==> config.mk <==
export PLATFORM = sky130hd
export DESIGN_NAME = stmr_sequencer
export DESIGN_NICKNAME = d
export VERILOG_FILES = /design/src/rtl/stmr_pkg.sv /design/src/rtl/stmr_sequencer.sv
export SDC_FILE = /design/constraint.sdc
export NUM_CORES = 1
export LEC_CHECK = 0
export BUFFER_PORTS_ARGS = -buffer_cell sky130_fd_sc_hd__buf_2
export CAP_MARGIN = 20
export CORE_UTILIZATION = 40
export DETAILED_ROUTE_END_ITERATION = 10
export SYNTH_ARGS = -nofsm -noshare
export SYNTH_HDL_FRONTEND = slang
export SYNTH_SLANG_ARGS = --single-unit
==> constraint.sdc <==
create_clock -name clock -period 4.4 [get_ports clock]
set_clock_uncertainty 0.2 [all_clocks]
set_input_delay 0 -clock clock [delete_from_list [all_inputs] [get_ports clock]]
set_output_delay 0 -clock clock [all_outputs]
set_load 0.01 [all_outputs]
==> src/rtl/stmr_pkg.sv <==
// ----------------------------------------------------------------------------
// stmr_pkg
// shared widths, micro-op codes and control word layout
// ----------------------------------------------------------------------------
package stmr_pkg;

   localparam int LEAVES_MAX_DEFAULT = 16384;
   localparam int VAL_W              = 32;
   localparam int POS_W              = 14;
   localparam int LC_W               = 15;
   localparam int STEP_W             = 4;

   typedef logic [STEP_W-1:0] step_type;

   // datapath actions
   typedef enum logic [3:0] {
      A_NONE,
      A_CLEAR,
      A_LOAD,
      A_W_DESC,
      A_W_LEAF,
      A_RD_SIB,
      A_W_UP,
      A_SPLIT,
      A_DISJ,
      A_RD_NODE,
      A_ACC,
      A_POP,
      A_RESPOND
   } act_type;

   // jump conditions
   typedef enum logic [3:0] {
      C_NEVER,
      C_ALWAYS,
      C_NOT_CLR_DONE,
      C_NOT_START,
      C_QUERY,
      C_POS_OUT,
      C_NOT_LEAF,
      C_ROOT,
      C_NOT_ROOT,
      C_PARTIAL,
      C_DISJOINT,
      C_NOT_EMPTY
   } cond_type;

   typedef struct packed {
      act_type  act;
      cond_type cond;
      step_type target;
   } ctrl_word_type;

   typedef struct packed {
      logic clr_done;
      logic query;
      logic pos_out;
      logic leaf;
      logic root;
      logic partial;
      logic disjoint;
      logic stack_empty;
   } status_type;

endpackage

==> src/rtl/stmr_sequencer.sv <==
// ----------------------------------------------------------------------------
// stmr_sequencer
// step counter, control store and conditional jumps
// ----------------------------------------------------------------------------
module stmr_sequencer (
   input  logic                   clock,
   input  logic                   reset,
   input  logic                   start,
   input  stmr_pkg::status_type   status,
   output stmr_pkg::ctrl_word_type ctrl,
   output logic                   busy
);
   import stmr_pkg::*;

   localparam step_type S_CLEAR    = 4'd0;
   localparam step_type S_IDLE     = 4'd1;
   localparam step_type S_DISPATCH = 4'd2;
   localparam step_type S_W_CHECK  = 4'd3;
   localparam step_type S_W_DESC   = 4'd4;
   localparam step_type S_W_LEAF   = 4'd5;
   localparam step_type S_W_SIB    = 4'd6;
   localparam step_type S_W_UP     = 4'd7;
   localparam step_type S_W_END    = 4'd8;
   localparam step_type S_Q_TEST   = 4'd9;
   localparam step_type S_Q_CLASS  = 4'd10;
   localparam step_type S_Q_READ   = 4'd11;
   localparam step_type S_Q_ACC    = 4'd12;
   localparam step_type S_Q_POP    = 4'd13;
   localparam step_type S_Q_DONE   = 4'd14;

   step_type step_ff;
   step_type step_in;
   logic     cond_true;

   // control store: action, condition, jump target
   function automatic ctrl_word_type ucode(input step_type s);
      ctrl_word_type w;
      unique case (s)
         S_CLEAR:    w = '{A_CLEAR,   C_NOT_CLR_DONE, S_CLEAR};
         S_IDLE:     w = '{A_LOAD,    C_NOT_START,    S_IDLE};
         S_DISPATCH: w = '{A_NONE,    C_QUERY,        S_Q_TEST};
         S_W_CHECK:  w = '{A_NONE,    C_POS_OUT,      S_IDLE};
         S_W_DESC:   w = '{A_W_DESC,  C_NOT_LEAF,     S_W_DESC};
         S_W_LEAF:   w = '{A_W_LEAF,  C_ROOT,         S_IDLE};
         S_W_SIB:    w = '{A_RD_SIB,  C_NEVER,        S_IDLE};
         S_W_UP:     w = '{A_W_UP,    C_NOT_ROOT,     S_W_SIB};
         S_W_END:    w = '{A_NONE,    C_ALWAYS,       S_IDLE};
         S_Q_TEST:   w = '{A_SPLIT,   C_PARTIAL,      S_Q_TEST};
         S_Q_CLASS:  w = '{A_DISJ,    C_DISJOINT,     S_Q_POP};
         S_Q_READ:   w = '{A_RD_NODE, C_NEVER,        S_IDLE};
         S_Q_ACC:    w = '{A_ACC,     C_NEVER,        S_IDLE};
         S_Q_POP:    w = '{A_POP,     C_NOT_EMPTY,    S_Q_TEST};
         S_Q_DONE:   w = '{A_RESPOND, C_ALWAYS,       S_IDLE};
         default:    w = '{A_NONE,    C_ALWAYS,       S_IDLE};
      endcase
      return w;
   endfunction

   assign ctrl = ucode(step_ff);
   assign busy = (step_ff != S_IDLE);

   always_comb begin
      case (ctrl.cond)
         C_NEVER:        cond_true = 1'b0;
         C_ALWAYS:       cond_true = 1'b1;
         C_NOT_CLR_DONE: cond_true = !status.clr_done;
         C_NOT_START:    cond_true = !start;
         C_QUERY:        cond_true = status.query;
         C_POS_OUT:      cond_true = status.pos_out;
         C_NOT_LEAF:     cond_true = !status.leaf;
         C_ROOT:         cond_true = status.root;
         C_NOT_ROOT:     cond_true = !status.root;
         C_PARTIAL:      cond_true = status.partial;
         C_DISJOINT:     cond_true = status.disjoint;
         C_NOT_EMPTY:    cond_true = !status.stack_empty;
         default:        cond_true = 1'b1;
      endcase
      step_in = cond_true ? ctrl.target : step_ff + step_type'(1);
   end

   always_ff @(posedge clock) begin
      if (reset) begin
         step_ff <= S_CLEAR;
      end else begin
         step_ff <= step_in;
      end
   end

endmodule

**Word level (Yosys, flattened, before mapping)**

Memory sizes are Yosys's and may differ from the RTL's. A register that Yosys moved wholly into a read port is not among the register bits.
Cells that the tools add are included.

- Flip-flop bits (word level): 4
- ROM bits: 192
- Input bits: 11
- Output and inout bits: 13
- Word-level logic and storage cells: 23
- Memories: 1

Memory list:

| memory | depth | bits a word | rd ports | clocked after Yosys merged registers in | wr ports | RTL line | source |
|---|---|---|---|---|---|---|---|
| (no name shown) | 16 | 12 | 1 | 1 | 0 | stmr_sequencer.sv:38 | `unique case (s)` |

- $add $sub $neg: 1
- Eq/ne operators: 11
- Multiplexer cells: 3
- Reduce and logical (&&, ||, !) cells: 6

Operators by type and width:

| kind | number |
|---|---|
| == test 4 x 3 -> 1 bit (second input constant) | 4 |
| == test 4 bit (second input constant) | 4 |
| one-hot mux 1 bit (11 select lines) | 1 |
| == test 4 x 2 -> 1 bit (second input constant) | 2 |
| two-way mux 4 bit | 2 |
| zero test 1 bit | 5 |
| adder 4 x 1 -> 4 bit (second input constant) | 1 |
| zero test 4 bit | 1 |
| != test 4 x 1 -> 1 bit (second input constant) | 1 |

**Longest topological paths before layout**

Gate-level depths: netlist of run 1.

- Depth after elaboration: 4
- Mapped depth: 13
- Depth with buffers taken out: 10

**Least setup slack after synthesis of run 1**

Ideal clock, no wire load.

- Kind: flip-flop to flip-flop
- From: register, netlist name ctrl[5]
- To: register, netlist name ctrl[3]
- Setup time: 0.075 ns
- Arrival time: 2.350 ns
- Path slack: 1.775 ns
- Cell stages (with the launch flop): 14
- Path buffers: 3
- Clock period less this slack: 2.625 ns
- Cell sequence: dfxtp_1 -> buf_6 -> mux2i_1 -> nor4bb_1 -> a31oi_2 -> nand3b_4 -> buf_8 -> buf_6 -> nor2_1 -> a21oi_1 -> or2_1 -> ha_1 -> and2_1 -> o22ai_1

- Word-level cells in the longest chain between the ends: 4
- Elaborated cells on any way between the ends: 14
- Classes of those cells: eq/ne (10); mux (3); reduce/logical (1)

Ends and longest elaborated chain:

| item | RTL line | source |
|---|---|---|
| == test 4 bit, or another cell as far along | stmr_sequencer.sv:63 | `case (ctrl.cond)` |
| one-hot mux 1 bit (11 select lines) (*) | stmr_sequencer.sv:63 |  |
| two-way mux 4 bit (*) | stmr_sequencer.sv:78 | `step_in = cond_true ? ctrl.target : step_ff + step_type'(1);` |
| two-way mux 4 bit (no source line) (*) | - |  |

Mark *: on every way between the ends. The rest lies on a longest branch, timed or not.
A chain may end at the register's enable or synchronous reset.

**Worst setup path in the final report of run 1**

- From: register, netlist name ctrl[5]
- To: register, netlist name ctrl[3]

- Word-level cells in the longest chain between the ends: 4
- Elaborated cells on any way between the ends: 14
- Classes of those cells: eq/ne (10); mux (3); reduce/logical (1)

Ends and longest elaborated chain:

| item | RTL line |
|---|---|
| == test 4 bit, or another cell as far along | stmr_sequencer.sv:63 |
| one-hot mux 1 bit (11 select lines) (*) | stmr_sequencer.sv:63 |
| two-way mux 4 bit (*) | stmr_sequencer.sv:78 |
| two-way mux 4 bit (no source line) (*) | - |

Marks and branches as above.

==> results of run 1 <==
timing repair:
item	4_1_cts	5_1_grt
hold buffers	1	0
resized for setup	0	0
hold endpoints to repair	5	0
logic make-up (layout without fill, tap and decap cells):
family / Yosys count / after routing / share of synthesized area
AO/OA/AOI/OAI: 27 / 27 / 0.169
flip-flops: 16 / 16 / 0.276
buffers and inverters: 12 / 34 / 0.0689
multiplexers: 11 / 11 / 0.110
XOR/XNOR: 5 / 5 / 0.0377
AND/OR/NAND/NOR: 55 / 55 / 0.264
adder cells (fa/ha/maj): 7 / 7 / 0.0753
cell type report:
cell class              instances  area [um^2]  share of cell area
inverters                       6         22.5              0.0173
well taps                      31         38.8              0.0297
clock buffers                   4         36.3              0.0278
repair buffers                 24          125              0.0959
flip-flops and latches         16          320               0.245
multi-input cells             105          762               0.584
registers in the layout, summed over array words and instances, names as in the netlist:
| signal | flops |
|---|---|
| ctrl | 12 |
| step_ff | 4 |
stage by stage:
stage	total power (W)	utilization	worst slack, ns	cell area, um^2
after floorplan	0.000684	-	1.78	1160
after global placement	0.000740	0.456	1.73	1260
after detailed placement	0.000747	0.456	1.60	1260
after CTS	0.000851	0.473	1.57	1310
after global routing	0.000920	0.473	1.35	1310
final	0.000843	0.473	1.59	1310
report_power, final:
group | switching [W] | internal [W]
Clock | 0.0000476 | 0.0000503
Combinational | 0.000272 | 0.000223
Sequential | 0.0000619 | 0.000189
metal layers:
layer / vias up / wire length (um)
met5: - / 0
met4: 0 / 62
met3: 6 / 163
met2: 34 / 1250
met1: 470 / 1080
li1: 516 / -
placed cells by master (no fill, tap or decap), types with 3 or more instances in the layout:
cell,netlist,final
nor2_1,13,13
ha_1,7,7
a21oi_1,5,5
o21ai_0,4,4
nand2b_1,5,5
nand2_1,9,9
and3_1,3,3
nand3_1,4,4
nor2b_1,4,4
buf_2,0,23
clkbuf_4,0,3
xor2_1,3,3
dfxtp_1,16,16
mux2i_1,8,8
nor3_1,6,6
inv_1,5,5
cell usage after synthesis, drive strengths merged (4+ instances only):
library cell / instances / share of area
nor2b: 5 / 0.033
nand2: 9 / 0.029
nand3: 4 / 0.017
dfxtp: 16 / 0.28
nor3: 6 / 0.026
mux2i: 10 / 0.10
inv: 6 / 0.019
ha: 7 / 0.075
o21ai: 4 / 0.017
buf: 4 / 0.042
a21oi: 5 / 0.022
nor2: 14 / 0.047
nand2b: 5 / 0.027
worst reg2reg max path: cells and delay by family, from the launching register on:
kind                     cells  cell delay, ns
buffers and inverters        1            0.12
AO/OA/AOI/OAI                3            0.54
adder cells (fa/ha/maj)      1            0.28
AND/OR/NAND/NOR              3            0.55
flip-flops                   1            0.52
multiplexers                 2            0.45
worst paths after layout:
| check | startpoint | slack [ns] | end |
|---|---|---|---|
| worst max-delay path | ctrl[5] | 1.59 | ctrl[3] |
| worst min-delay path | status[1] | 0.39 | step_ff[0] |
| worst max register to register | ctrl[5] | 1.59 | ctrl[3] |
| worst min register to register | ctrl[0] | 0.50 | step_ff[0] |
==> impl_results.md, run 1 <==
* Fillers at between 200 and 300
* CTS Sinks at 16
* Bufs and invs on worst path at 1
* Max-cap violations at 0
* Final Critical Period at around 2.8 ns
* Placed Instances at 181
* Final worst path period share at 0.638
* Post-synth ARST share at 0
* Routed via count at between 1000 and 1500
* # DRC at 0
* Synthesized area at 0.00116 mm^2
* Die Area at 0.00313 mm^2
* Synth warn at 0
* Gate Count Post-Synth at 133
* WL final at 2.56 mm
* Pwr dens at 646 mW/mm^2
* Max Freq at 356 MHz
* Yosys cell types at 48
* Global placer's final weighted congestion at 0.846
* RSZ-0062 raised after global routing: no
* DR WL/cell at 13.7 um
* Least-Margin Pin Slew at 0.677 ns
* Root buffer cell: clkbuf_4
* GR Layer Usage met1 at 0.221
* Die W at between 50 and 60 um
* Setup TNS at 0 ns
* Cell family with most CP delay: simple AND/OR/NAND/NOR gates
* WP data arrival at approximately 2.8 ns
* Crit-path max cell delay at 0.52 ns
* Static Leak at 0.602 nW
* Total CTS buffers at 3
* Run status: finished clean
* Core ar. at 0.00276 mm^2
* Largest net degree at the start of global routing at 21
* Clock-pin slew on the worst setup and hold paths at 0.10 ns
* # port buffers at 23
* Global-route wire length before repair at 4.38 mm
* Post-CTS setup buffers at 0
* Syn avg cell area at 8.74 um^2
* Nets@finish at 174
* Relative slew margins at 0.540
* Placement row count at 19
* FF+latch count, synth at 16
* First-pass DRT Iterations at 4
* ANT nets after route at 0
* Final setup viols at 0
* Worst reg-to-reg path cell count at 10
* Non-Filler Instances at 186
* CP Capture Type: flip-flop
* Layout cells sized above 1 at 0.245
* GRT Util Overall at 0.180
* Die Span Y at between 50 and 60 um
* Crit-path slowest cell: dfxtp_1
* Worst hold margin at 0.392 ns
* Hold/Removal Path Class: input pin to flip-flop
* Met3 usage at 0.0302
* Post-synth EDFFs at 0
* 1st-iter DRT viols at 46
* Most common cell on crit path: mux2i_1
* H-tree Lvls at 1
* Met2 Use GR at 0.286
* Worst Hold Depth at 6
* Crit start category: flip-flop
* Post-synthesis sequential area ratio at 0.276
* HPWL after detailed placement at 1.96 mm
* Crit-path max FO at 20
* Max-slew violations at 0
* Synth Net Count at about 150
* Drt via density at 5.52
* Top Ports at 24
* Initial Util at 0.422
* Clock Latency Late Sink at 0.29 ns
* Area delta synth->final at 12.3%
* Dominant synthesized flop cell: dfxtp_1
* Initial antenna violation count at 0
* GRT busiest layer: met2
* GRT overflow at 0
* Worst path depth at 10
* # diodes at 0
* CP required at approximately 4.3 ns
* Maximum root-to-sink buffer count at 2
* Final Hold Vio Count at 0
* Max VDD drop at 0.340 mV
* Critical-path cell list: mux2i_1 -> nor4bb_1 -> a31oi_2 -> nand3b_4 -> mux2i_1 -> nor2_1 -> inv_1 -> ha_1 -> o21ai_0 -> o22ai_1
* CTS tree: done
* Crit path kind: flip-flop to flip-flop
* Vias in the first global route at 970
(Power assumes the default switching activity.)
==> run 2: changes to the inputs <==
==> constraint.sdc (replaced) <==
create_clock -name clock -period 2.4 [get_ports clock]
set_clock_uncertainty 0.2 [all_clocks]
set_input_delay 0 -clock clock [delete_from_list [all_inputs] [get_ports clock]]
set_output_delay 0 -clock clock [all_outputs]
set_load 0.01 [all_outputs]
==> impl_results.md, run 2 (synthesis results as in run 1) <==
* Run status: finished clean (unchanged)
* Final Hold Vio Count at 0 (unchanged)
* Worst reg-to-reg path cell count at 10 (unchanged)
* ANT nets after route at 0 (unchanged)
* Total CTS buffers at 3 (unchanged)
* Hold/Removal Path Class: input pin to flip-flop (unchanged)
* Max Freq at 428 MHz (was 356 MHz)
* DP Area at 0.00135 mm^2 (was 0.00126 mm^2)
* Initial Util at 0.422 (unchanged)
* Die Span Y at 55.9 um (unchanged)
* Pwr dens at 1250 mW/mm^2 (was 646 mW/mm^2)
* GRT overflow at 0 (unchanged)
* Number of flip-flops in the largest register at 12 (unchanged)
* Max-slew violations at 0 (unchanged)
* Relative slew margins at 0.746 (was 0.540)
* Crit path kind: flip-flop to flip-flop (unchanged)
* Crit start category: flip-flop (unchanged)
* Final instance area at 0.00148 mm^2 (was 0.00131 mm^2)
* Least-Margin Pin Slew at 0.380 ns (was 0.677 ns)
* Max-cap violations at 0 (unchanged)
* GRT Util Overall at 0.185 (was 0.180)
* Area delta synth->final at 27.0% (was 12.3%)
* Cell family with most CP delay: simple AND/OR/NAND/NOR gates (unchanged)
* First-pass DRT Iterations at 4 (unchanged)
* Final Core Density at 0.535 (was 0.473)
* Crit-path max FO at 6 (was 20)
* CTS Sinks at 16 (unchanged)
* Placement row count at 19 (unchanged)
* Clock-pin slew on the worst setup and hold paths at 0.10 ns (about the same)
* H-tree Lvls at 1 (unchanged)
* Maximum root-to-sink buffer count at 2 (unchanged)
* Final setup viols at 0 (unchanged)
* WL final at 2.94 mm (was 2.56 mm)
* CP required at 2.38 ns (was 4.34 ns)
* Bufs and invs on worst path at 1 (unchanged)
* Vias in the first global route at 953 (was 970)
* # port buffers at 23 (unchanged)
* # diodes at 0 (unchanged)
* Global placer's final weighted congestion at 0.833 (was 0.846)
* Nets@finish at 186 (was 174)
* Largest net degree at the start of global routing at 17 (was 21)
* HPWL after detailed placement at 2.14 mm (was 1.96 mm)
* Static Leak at 0.662 nW (was 0.602 nW)
* Final Critical Period at 2.34 ns (was 2.81 ns)
* CTS tree: done (unchanged)
* Critical-path cell list: buf_4 -> nor4bb_2 -> a21oi_1 -> nand3b_4 -> nor2_2 -> a21oi_2 -> or2_4 -> ha_4 -> and2_4 -> o22ai_2 (was mux2i_1 -> nor4bb_1 -> a31oi_2 -> nand3b_4 -> mux2i_1 -> nor2_1 -> inv_1 -> ha_1 -> o21ai_0 -> o22ai_1)
* DR WL/cell at 14.9 um (was 13.7 um)
* Commonest cells after routing, fill and taps aside: buf_2 (23), dfxtp_1 (13), buf_4 (11) (was buf_2 (23), dfxtp_1 (16), nor2_1 (13))
* Max VDD drop at 0.667 mV (was 0.340 mV)
* # DRC at 0 (unchanged)
* Top Ports at 24 (unchanged)
* Routed via count at 1086 (was 1026)
* Drt via density at 5.51 (was 5.52)
* Crit-path max cell delay at 0.38 ns (was 0.52 ns)
* Root buffer cell: clkbuf_4 (unchanged)
* Commonest non-fill, non-tap cell in the layout: buf_2 (unchanged)
* Clock Latency Late Sink at 0.29 ns (about the same)
* Worst path depth at 10 (unchanged)
* Core ar. at 0.00276 mm^2 (unchanged)
* Die W at 55.9 um (unchanged)
* Worst Hold Depth at 6 (unchanged)
* Layout cells sized above 1 at 0.410 (was 0.245)
* Global-route wire length before repair at 4.49 mm (was 4.38 mm)
* 1st-iter DRT viols at 70 (was 46)
* Crit-path slowest cell: dfxtp_4 (was dfxtp_1)
* Final worst path period share at 0.974 (was 0.638)
* CP Capture Type: flip-flop (unchanged)
* Die Area at 0.00313 mm^2 (unchanged)
* WP data arrival at 2.32 ns (was 2.75 ns)
* Initial antenna violation count at 0 (unchanged)
* RSZ-0062 raised after global routing: yes (was no)
==> run 2: cell count changes in the layout (fill, tap and decap cells not counted), sizes merged <==
cell | previous run | this run
buf | 23 | 35
clkbuf | 4 | 3
==> run 2: final timing paths <==
| path | startpoint | end | slack (ns) |
|---|---|---|---|
| worst max-delay path | ctrl[5] | ctrl[3] | 0.06 |
| worst min-delay path | status[1] | step_ff[0] | 0.17 |
| worst max register to register | ctrl[5] | ctrl[3] | 0.06 |
| worst min register to register | ctrl[0] | step_ff[0] | 0.49 |
==> run 2: cell type report <==
class | count | area, um^2
clock buffer | 3 | 22.5
sequential | 16 | 327
timing repair buffer | 36 | 219
fill | 266 | 1280
multi-input combinational | 105 | 847
inverter | 6 | 22.5
tap | 31 | 38.8
==> run 2: what timing repair did <==
item                       4_1_cts  5_1_grt
resized for setup                1       21
pin swaps                        0        8
setup endpoints to repair        3        9
hold buffers                     1        0
buffers inserted                 0        3
hold endpoints to repair         5        0
==> run 2: metal layers <==
| metal | vias up | part of all wire | GRT usage |
|---|---|---|---|
| met5 | - | 0 | 0 |
| met4 | 0 | 0.012 | 0.0767 |
| met3 | 4 | 0.047 | 0.0209 |
| met2 | 40 | 0.50 | 0.312 |
| met1 | 506 | 0.44 | 0.241 |
| li1 | 536 | - | - |
==> run 2: worst register-to-register path: cells and delay by family, from the launching register on <==
kind / cells / cell delay [ns]
AOI/OAI and AO/OA: 3 / 0.34
adders and majority gates: 1 / 0.30
DFF: 1 / 0.38
buffers and inverters: 1 / 0.15
and+or+nand+nor: 5 / 0.86
==> run 2: power by group <==
part | leakage [nW] | internal, W | switching, W | total (W)
clock network | 0.0138 | 0.0000584 | 0.0000869 | 0.000145
logic | 0.516 | 0.000611 | 0.000637 | 0.00125
registers | 0.132 | 0.000355 | 0.000101 | 0.000456
==> run 2: stage by stage <==
stage          worst slack [ns]  power (W)  cells  hold WS, ns  TNS, ns
2_1_floorplan            -0.117    0.00129    133      -0.0259   -0.488
4_1_cts                 -0.0110    0.00169    194        0.215  -0.0205
3_3_place_gp            -0.0504    0.00153    190        0.164  -0.0899
3_5_place_dp            -0.0476    0.00154    190        0.176  -0.0667
5_1_grt                 -0.0403    0.00198    197        0.223   -0.226
6_report                 0.0630    0.00185    197        0.171        0
==> run 3: changes to the inputs <==
--- a/config.mk
+++ b/config.mk
@@ -5,10 +5,12 @@
 export SDC_FILE = /design/constraint.sdc
 export NUM_CORES = 1
 export LEC_CHECK = 0
+export ABC_AREA = 1
 export BUFFER_PORTS_ARGS = -buffer_cell sky130_fd_sc_hd__buf_2
-export CAP_MARGIN = 20
+export CAP_MARGIN = 40
 export CORE_UTILIZATION = 40
 export DETAILED_ROUTE_END_ITERATION = 10
+export PLACE_DENSITY = 0.65
 export SYNTH_ARGS = -nofsm -noshare
 export SYNTH_HDL_FRONTEND = slang
 export SYNTH_SLANG_ARGS = --single-unit
==> impl_results.md, run 3 <==
* # port buffers at 23 (unchanged)
* Root buffer cell: clkbuf_4 (unchanged)
* Die Area at 0.00265 mm^2 (was 0.00313 mm^2)
* GRT Util Overall at 0.177 (was 0.185)
* Post-synth top cells: nand2_1 (33), nand3_1 (22), dfxtp_1 (16) (was dfxtp_1 (16), nor2_1 (13), nand2_1 (9))
* GRT overflow at 0 (unchanged)
* Crit start category: flip-flop (unchanged)
* Fillers at 223 (was 266)
* WP data arrival at 2.29 ns (was 2.32 ns)
* Die W at 51.5 um (was 55.9 um)
* Synth area leaders: dfxtp_1 (33%), nand2_1 (13%), nand3_1 (11%) (was dfxtp_1 (28%), ha_1 (7.5%), mux2i_1 (6.9%))
* Layout cells sized above 1 at 0.363 (was 0.410)
* 1st-iter DRT viols at 28 (was 70)
* Commonest cells after routing, fill and taps aside: nand2_1 (31), buf_2 (23), nand3_1 (22) (was buf_2 (23), dfxtp_1 (13), buf_4 (11))
* Static Leak at 0.686 nW (was 0.662 nW)
* CP required at 2.39 ns (was 2.38 ns)
* Post-synth ARST share at 0 (unchanged)
* Crit path kind: flip-flop to flip-flop (unchanged)
* Run status: finished clean (unchanged)
* Cell family with most CP delay: simple AND/OR/NAND/NOR gates (unchanged)
* Max VDD drop at 0.808 mV (was 0.667 mV)
* Top Ports at 24 (unchanged)
* Setup slack at placement at -0.0182 ns (was -0.0476 ns)
* Gate Count Post-Synth at 131 (was 133)
* DR WL/cell at 11.3 um (was 14.9 um)
* FF+latch count, synth at 16 (unchanged)
* Routed via count at 968 (was 1086)
* Crit-path slowest cell: dfxtp_4 (unchanged)
* Setup ws final at 0.102 ns (was 0.0630 ns)
* Bufs and invs on worst path at 4 (was 1)
* Post-synth EDFFs at 0 (unchanged)
* Max-cap violations at 0 (unchanged)
* Most common cell on crit path: nand2_1
* Clock Latency Late Sink at 0.29 ns (about the same)
* Synth Net Count at 149 (was 151)
* Clock-pin slew on the worst setup and hold paths at 0.09 ns (was 0.10 ns)
* Crit-path max FO at 8 (was 6)
* Drt via density at 4.94 (was 5.51)
* WL final at 2.21 mm (was 2.94 mm)
* Maximum root-to-sink buffer count at 2 (unchanged)
* CP Launch Point: ctrl[5] (unchanged)
* Final Hold Vio Count at 0 (unchanged)
* First-pass DRT Iterations at 4 (unchanged)
* Area delta synth->final at 28.8% (was 27.0%)
* Synth top area share at 0.327 (was 0.276)
* H-tree Lvls at 1 (unchanged)
* Least-Margin Pin Slew at 0.246 ns (was 0.380 ns)
* Relative slew margins at 0.835 (was 0.746)
* Final Critical Period at 2.30 ns (was 2.34 ns)
* Pwr dens at 1480 mW/mm^2 (was 1250 mW/mm^2)
* Global-route wire length before repair at 3.48 mm (was 4.49 mm)
* Final worst path period share at 0.958 (was 0.974)
* Dominant synthesized flop cell: dfxtp_1 (unchanged)
* Commonest non-fill, non-tap cell in the layout: nand2_1 (was buf_2)
* Initial Util at 0.435 (was 0.422)
* Max Freq at 435 MHz (was 428 MHz)
* Syn avg cell area at 7.49 um^2 (was 8.74 um^2)
* CTS tree: done (unchanged)
* Max-slew violations at 0 (unchanged)
* Placement row count at 17 (was 19)
* Synth warn at 0 (unchanged)
* Global placer's final weighted congestion at 0.924 (was 0.833)
* # diodes at 0 (unchanged)
* Largest net degree at the start of global routing at 11 (was 17)
* ANT nets after route at 0 (unchanged)
* Final setup viols at 0 (unchanged)
* Largest area contributor in the netlist: dfxtp_1 (unchanged)
* Core ar. at 0.00225 mm^2 (was 0.00276 mm^2)
* Die Span Y at 51.5 um (was 55.9 um)
* Crit-path max cell delay at 0.39 ns (was 0.38 ns)
* Hold/Removal Path Class: input pin to flip-flop (unchanged)
* # DRC at 0 (unchanged)
* Worst r2r src: ctrl[5] (unchanged)
* Critical-path cell list: inv_1 -> nand3_1 -> nand2_1 -> o21ai_4 -> buf_4 -> nand4_1 -> nand2_2 -> nor2_4 -> buf_4 -> ha_4 -> inv_1 -> nand2_1 -> nand2_1 -> nand2_1 -> nand2_1 (was buf_4 -> nor4bb_2 -> a21oi_1 -> nand3b_4 -> nor2_2 -> a21oi_2 -> or2_4 -> ha_4 -> and2_4 -> o22ai_2)
* HPWL after detailed placement at 1.64 mm (was 2.14 mm)
* Post-synthesis sequential area ratio at 0.327 (was 0.276)
* Initial antenna violation count at 0 (unchanged)
* Vias in the first global route at 862 (was 953)
* Most common cell in the netlist: nand2_1 (was dfxtp_1)
* CTS Sinks at 16 (unchanged)
* Total CTS buffers at 3 (unchanged)
* Hold path startpoint: status[6] (was status[1])
* Number of flip-flops in the largest register at 12 (unchanged)
* Final Core Density at 0.560 (was 0.535)
* Nets@finish at 188 (was 186)
* Synthesized area at 981 um^2 (was 0.00116 mm^2)
* CP Capture Type: flip-flop (unchanged)
* Yosys cell types at 24 (was 48)
## run 3: changes by cell type in the layout (fill, tap and decap cells not counted), sizes merged, moves of 4 or more
cell	change
inv	+12
mux2i	-10
nand2	+31
nand2b	-5
nand3	+21
nand4	+4
nor2	-5
nor2b	-5
nor3	-6
## run 3: path summary, 6_finish.rpt
kind / slack (ns) / to / cells after the start
setup / recovery: 0.10 / ctrl[7] / 15
setup reg to reg: 0.10 / ctrl[7] / 15
hold reg to reg: 0.41 / step_ff[1] / 4
hold / removal: 0.1 / step_ff[0] / 7
## run 3: report_power, final
group | switching, W | leakage, nW | internal [W]
registers | 0.0000789 | 0.133 | 0.000386
logic | 0.000766 | 0.539 | 0.000501
clock network | 0.0000813 | 0.0138 | 0.0000583
## run 3: kinds of logic (layout without fill, tap and decap cells)
group                    count (synthesis)  after routing  share of synthesized area
adder cells (fa/ha/maj)                  7              7                     0.0893
flip-flops                              16             16                      0.327
XOR/XNOR                                 2              2                     0.0179
buffers and inverters                   20             57                     0.0804
AO/OA/AOI/OAI                            6              6                     0.0561
AND/OR/NAND/NOR                         80             80                      0.430
## run 3: through the flow
stage | instance area, um^2 | instances | hold slack (ns) | setup TNS, ns | power [W]
final | 1260 | 196 | 0.0983 | 0 | 0.00187
after global routing | 1260 | 196 | 0.138 | -0.0465 | 0.00204
after CTS | 1190 | 189 | 0.132 | 0 | 0.00171
after detailed placement | 1150 | 185 | 0.0497 | -0.0305 | 0.00156
after global placement | 1150 | 185 | 0.0468 | 0 | 0.00156
after floorplan | 981 | 131 | -0.128 | 0 | 0.00128
## run 3: per-layer routing
metal | track usage | wire [um] | vias up
met5 | 0 | 0 | -
met1 | 0.224 | 981 | 430
met4 | 0.0946 | 45 | 0
li1 | - | - | 498
met2 | 0.288 | 1070 | 35
met3 | 0.0263 | 112 | 5
## run 3: layout make-up
cell class	count	area [um^2]	area share
multi-input combinational	95	599	0.474
sequential	16	328	0.259
timing repair buffer	34	200	0.158
inverter	20	78.8	0.0624
tap	28	35.0	0.0277
clock buffer	3	22.5	0.0178
## run 3: worst min-delay path, delay by kind of cell
kind	cells	cell delay (ns)
AOI/OAI and AO/OA	1	0.08
and+or+nand+nor	5	0.40
buffers and inverters	1	0.08
## run 3: timing repair
action / 4_1_cts / 5_1_grt
hold endpoints to repair: 4 / 0
pin swaps: 0 / 5
hold buffers: 1 / 0
endpoints found under the setup margin: 2 / 4
setup buffers: 0 / 7
resized for setup: 2 / 6
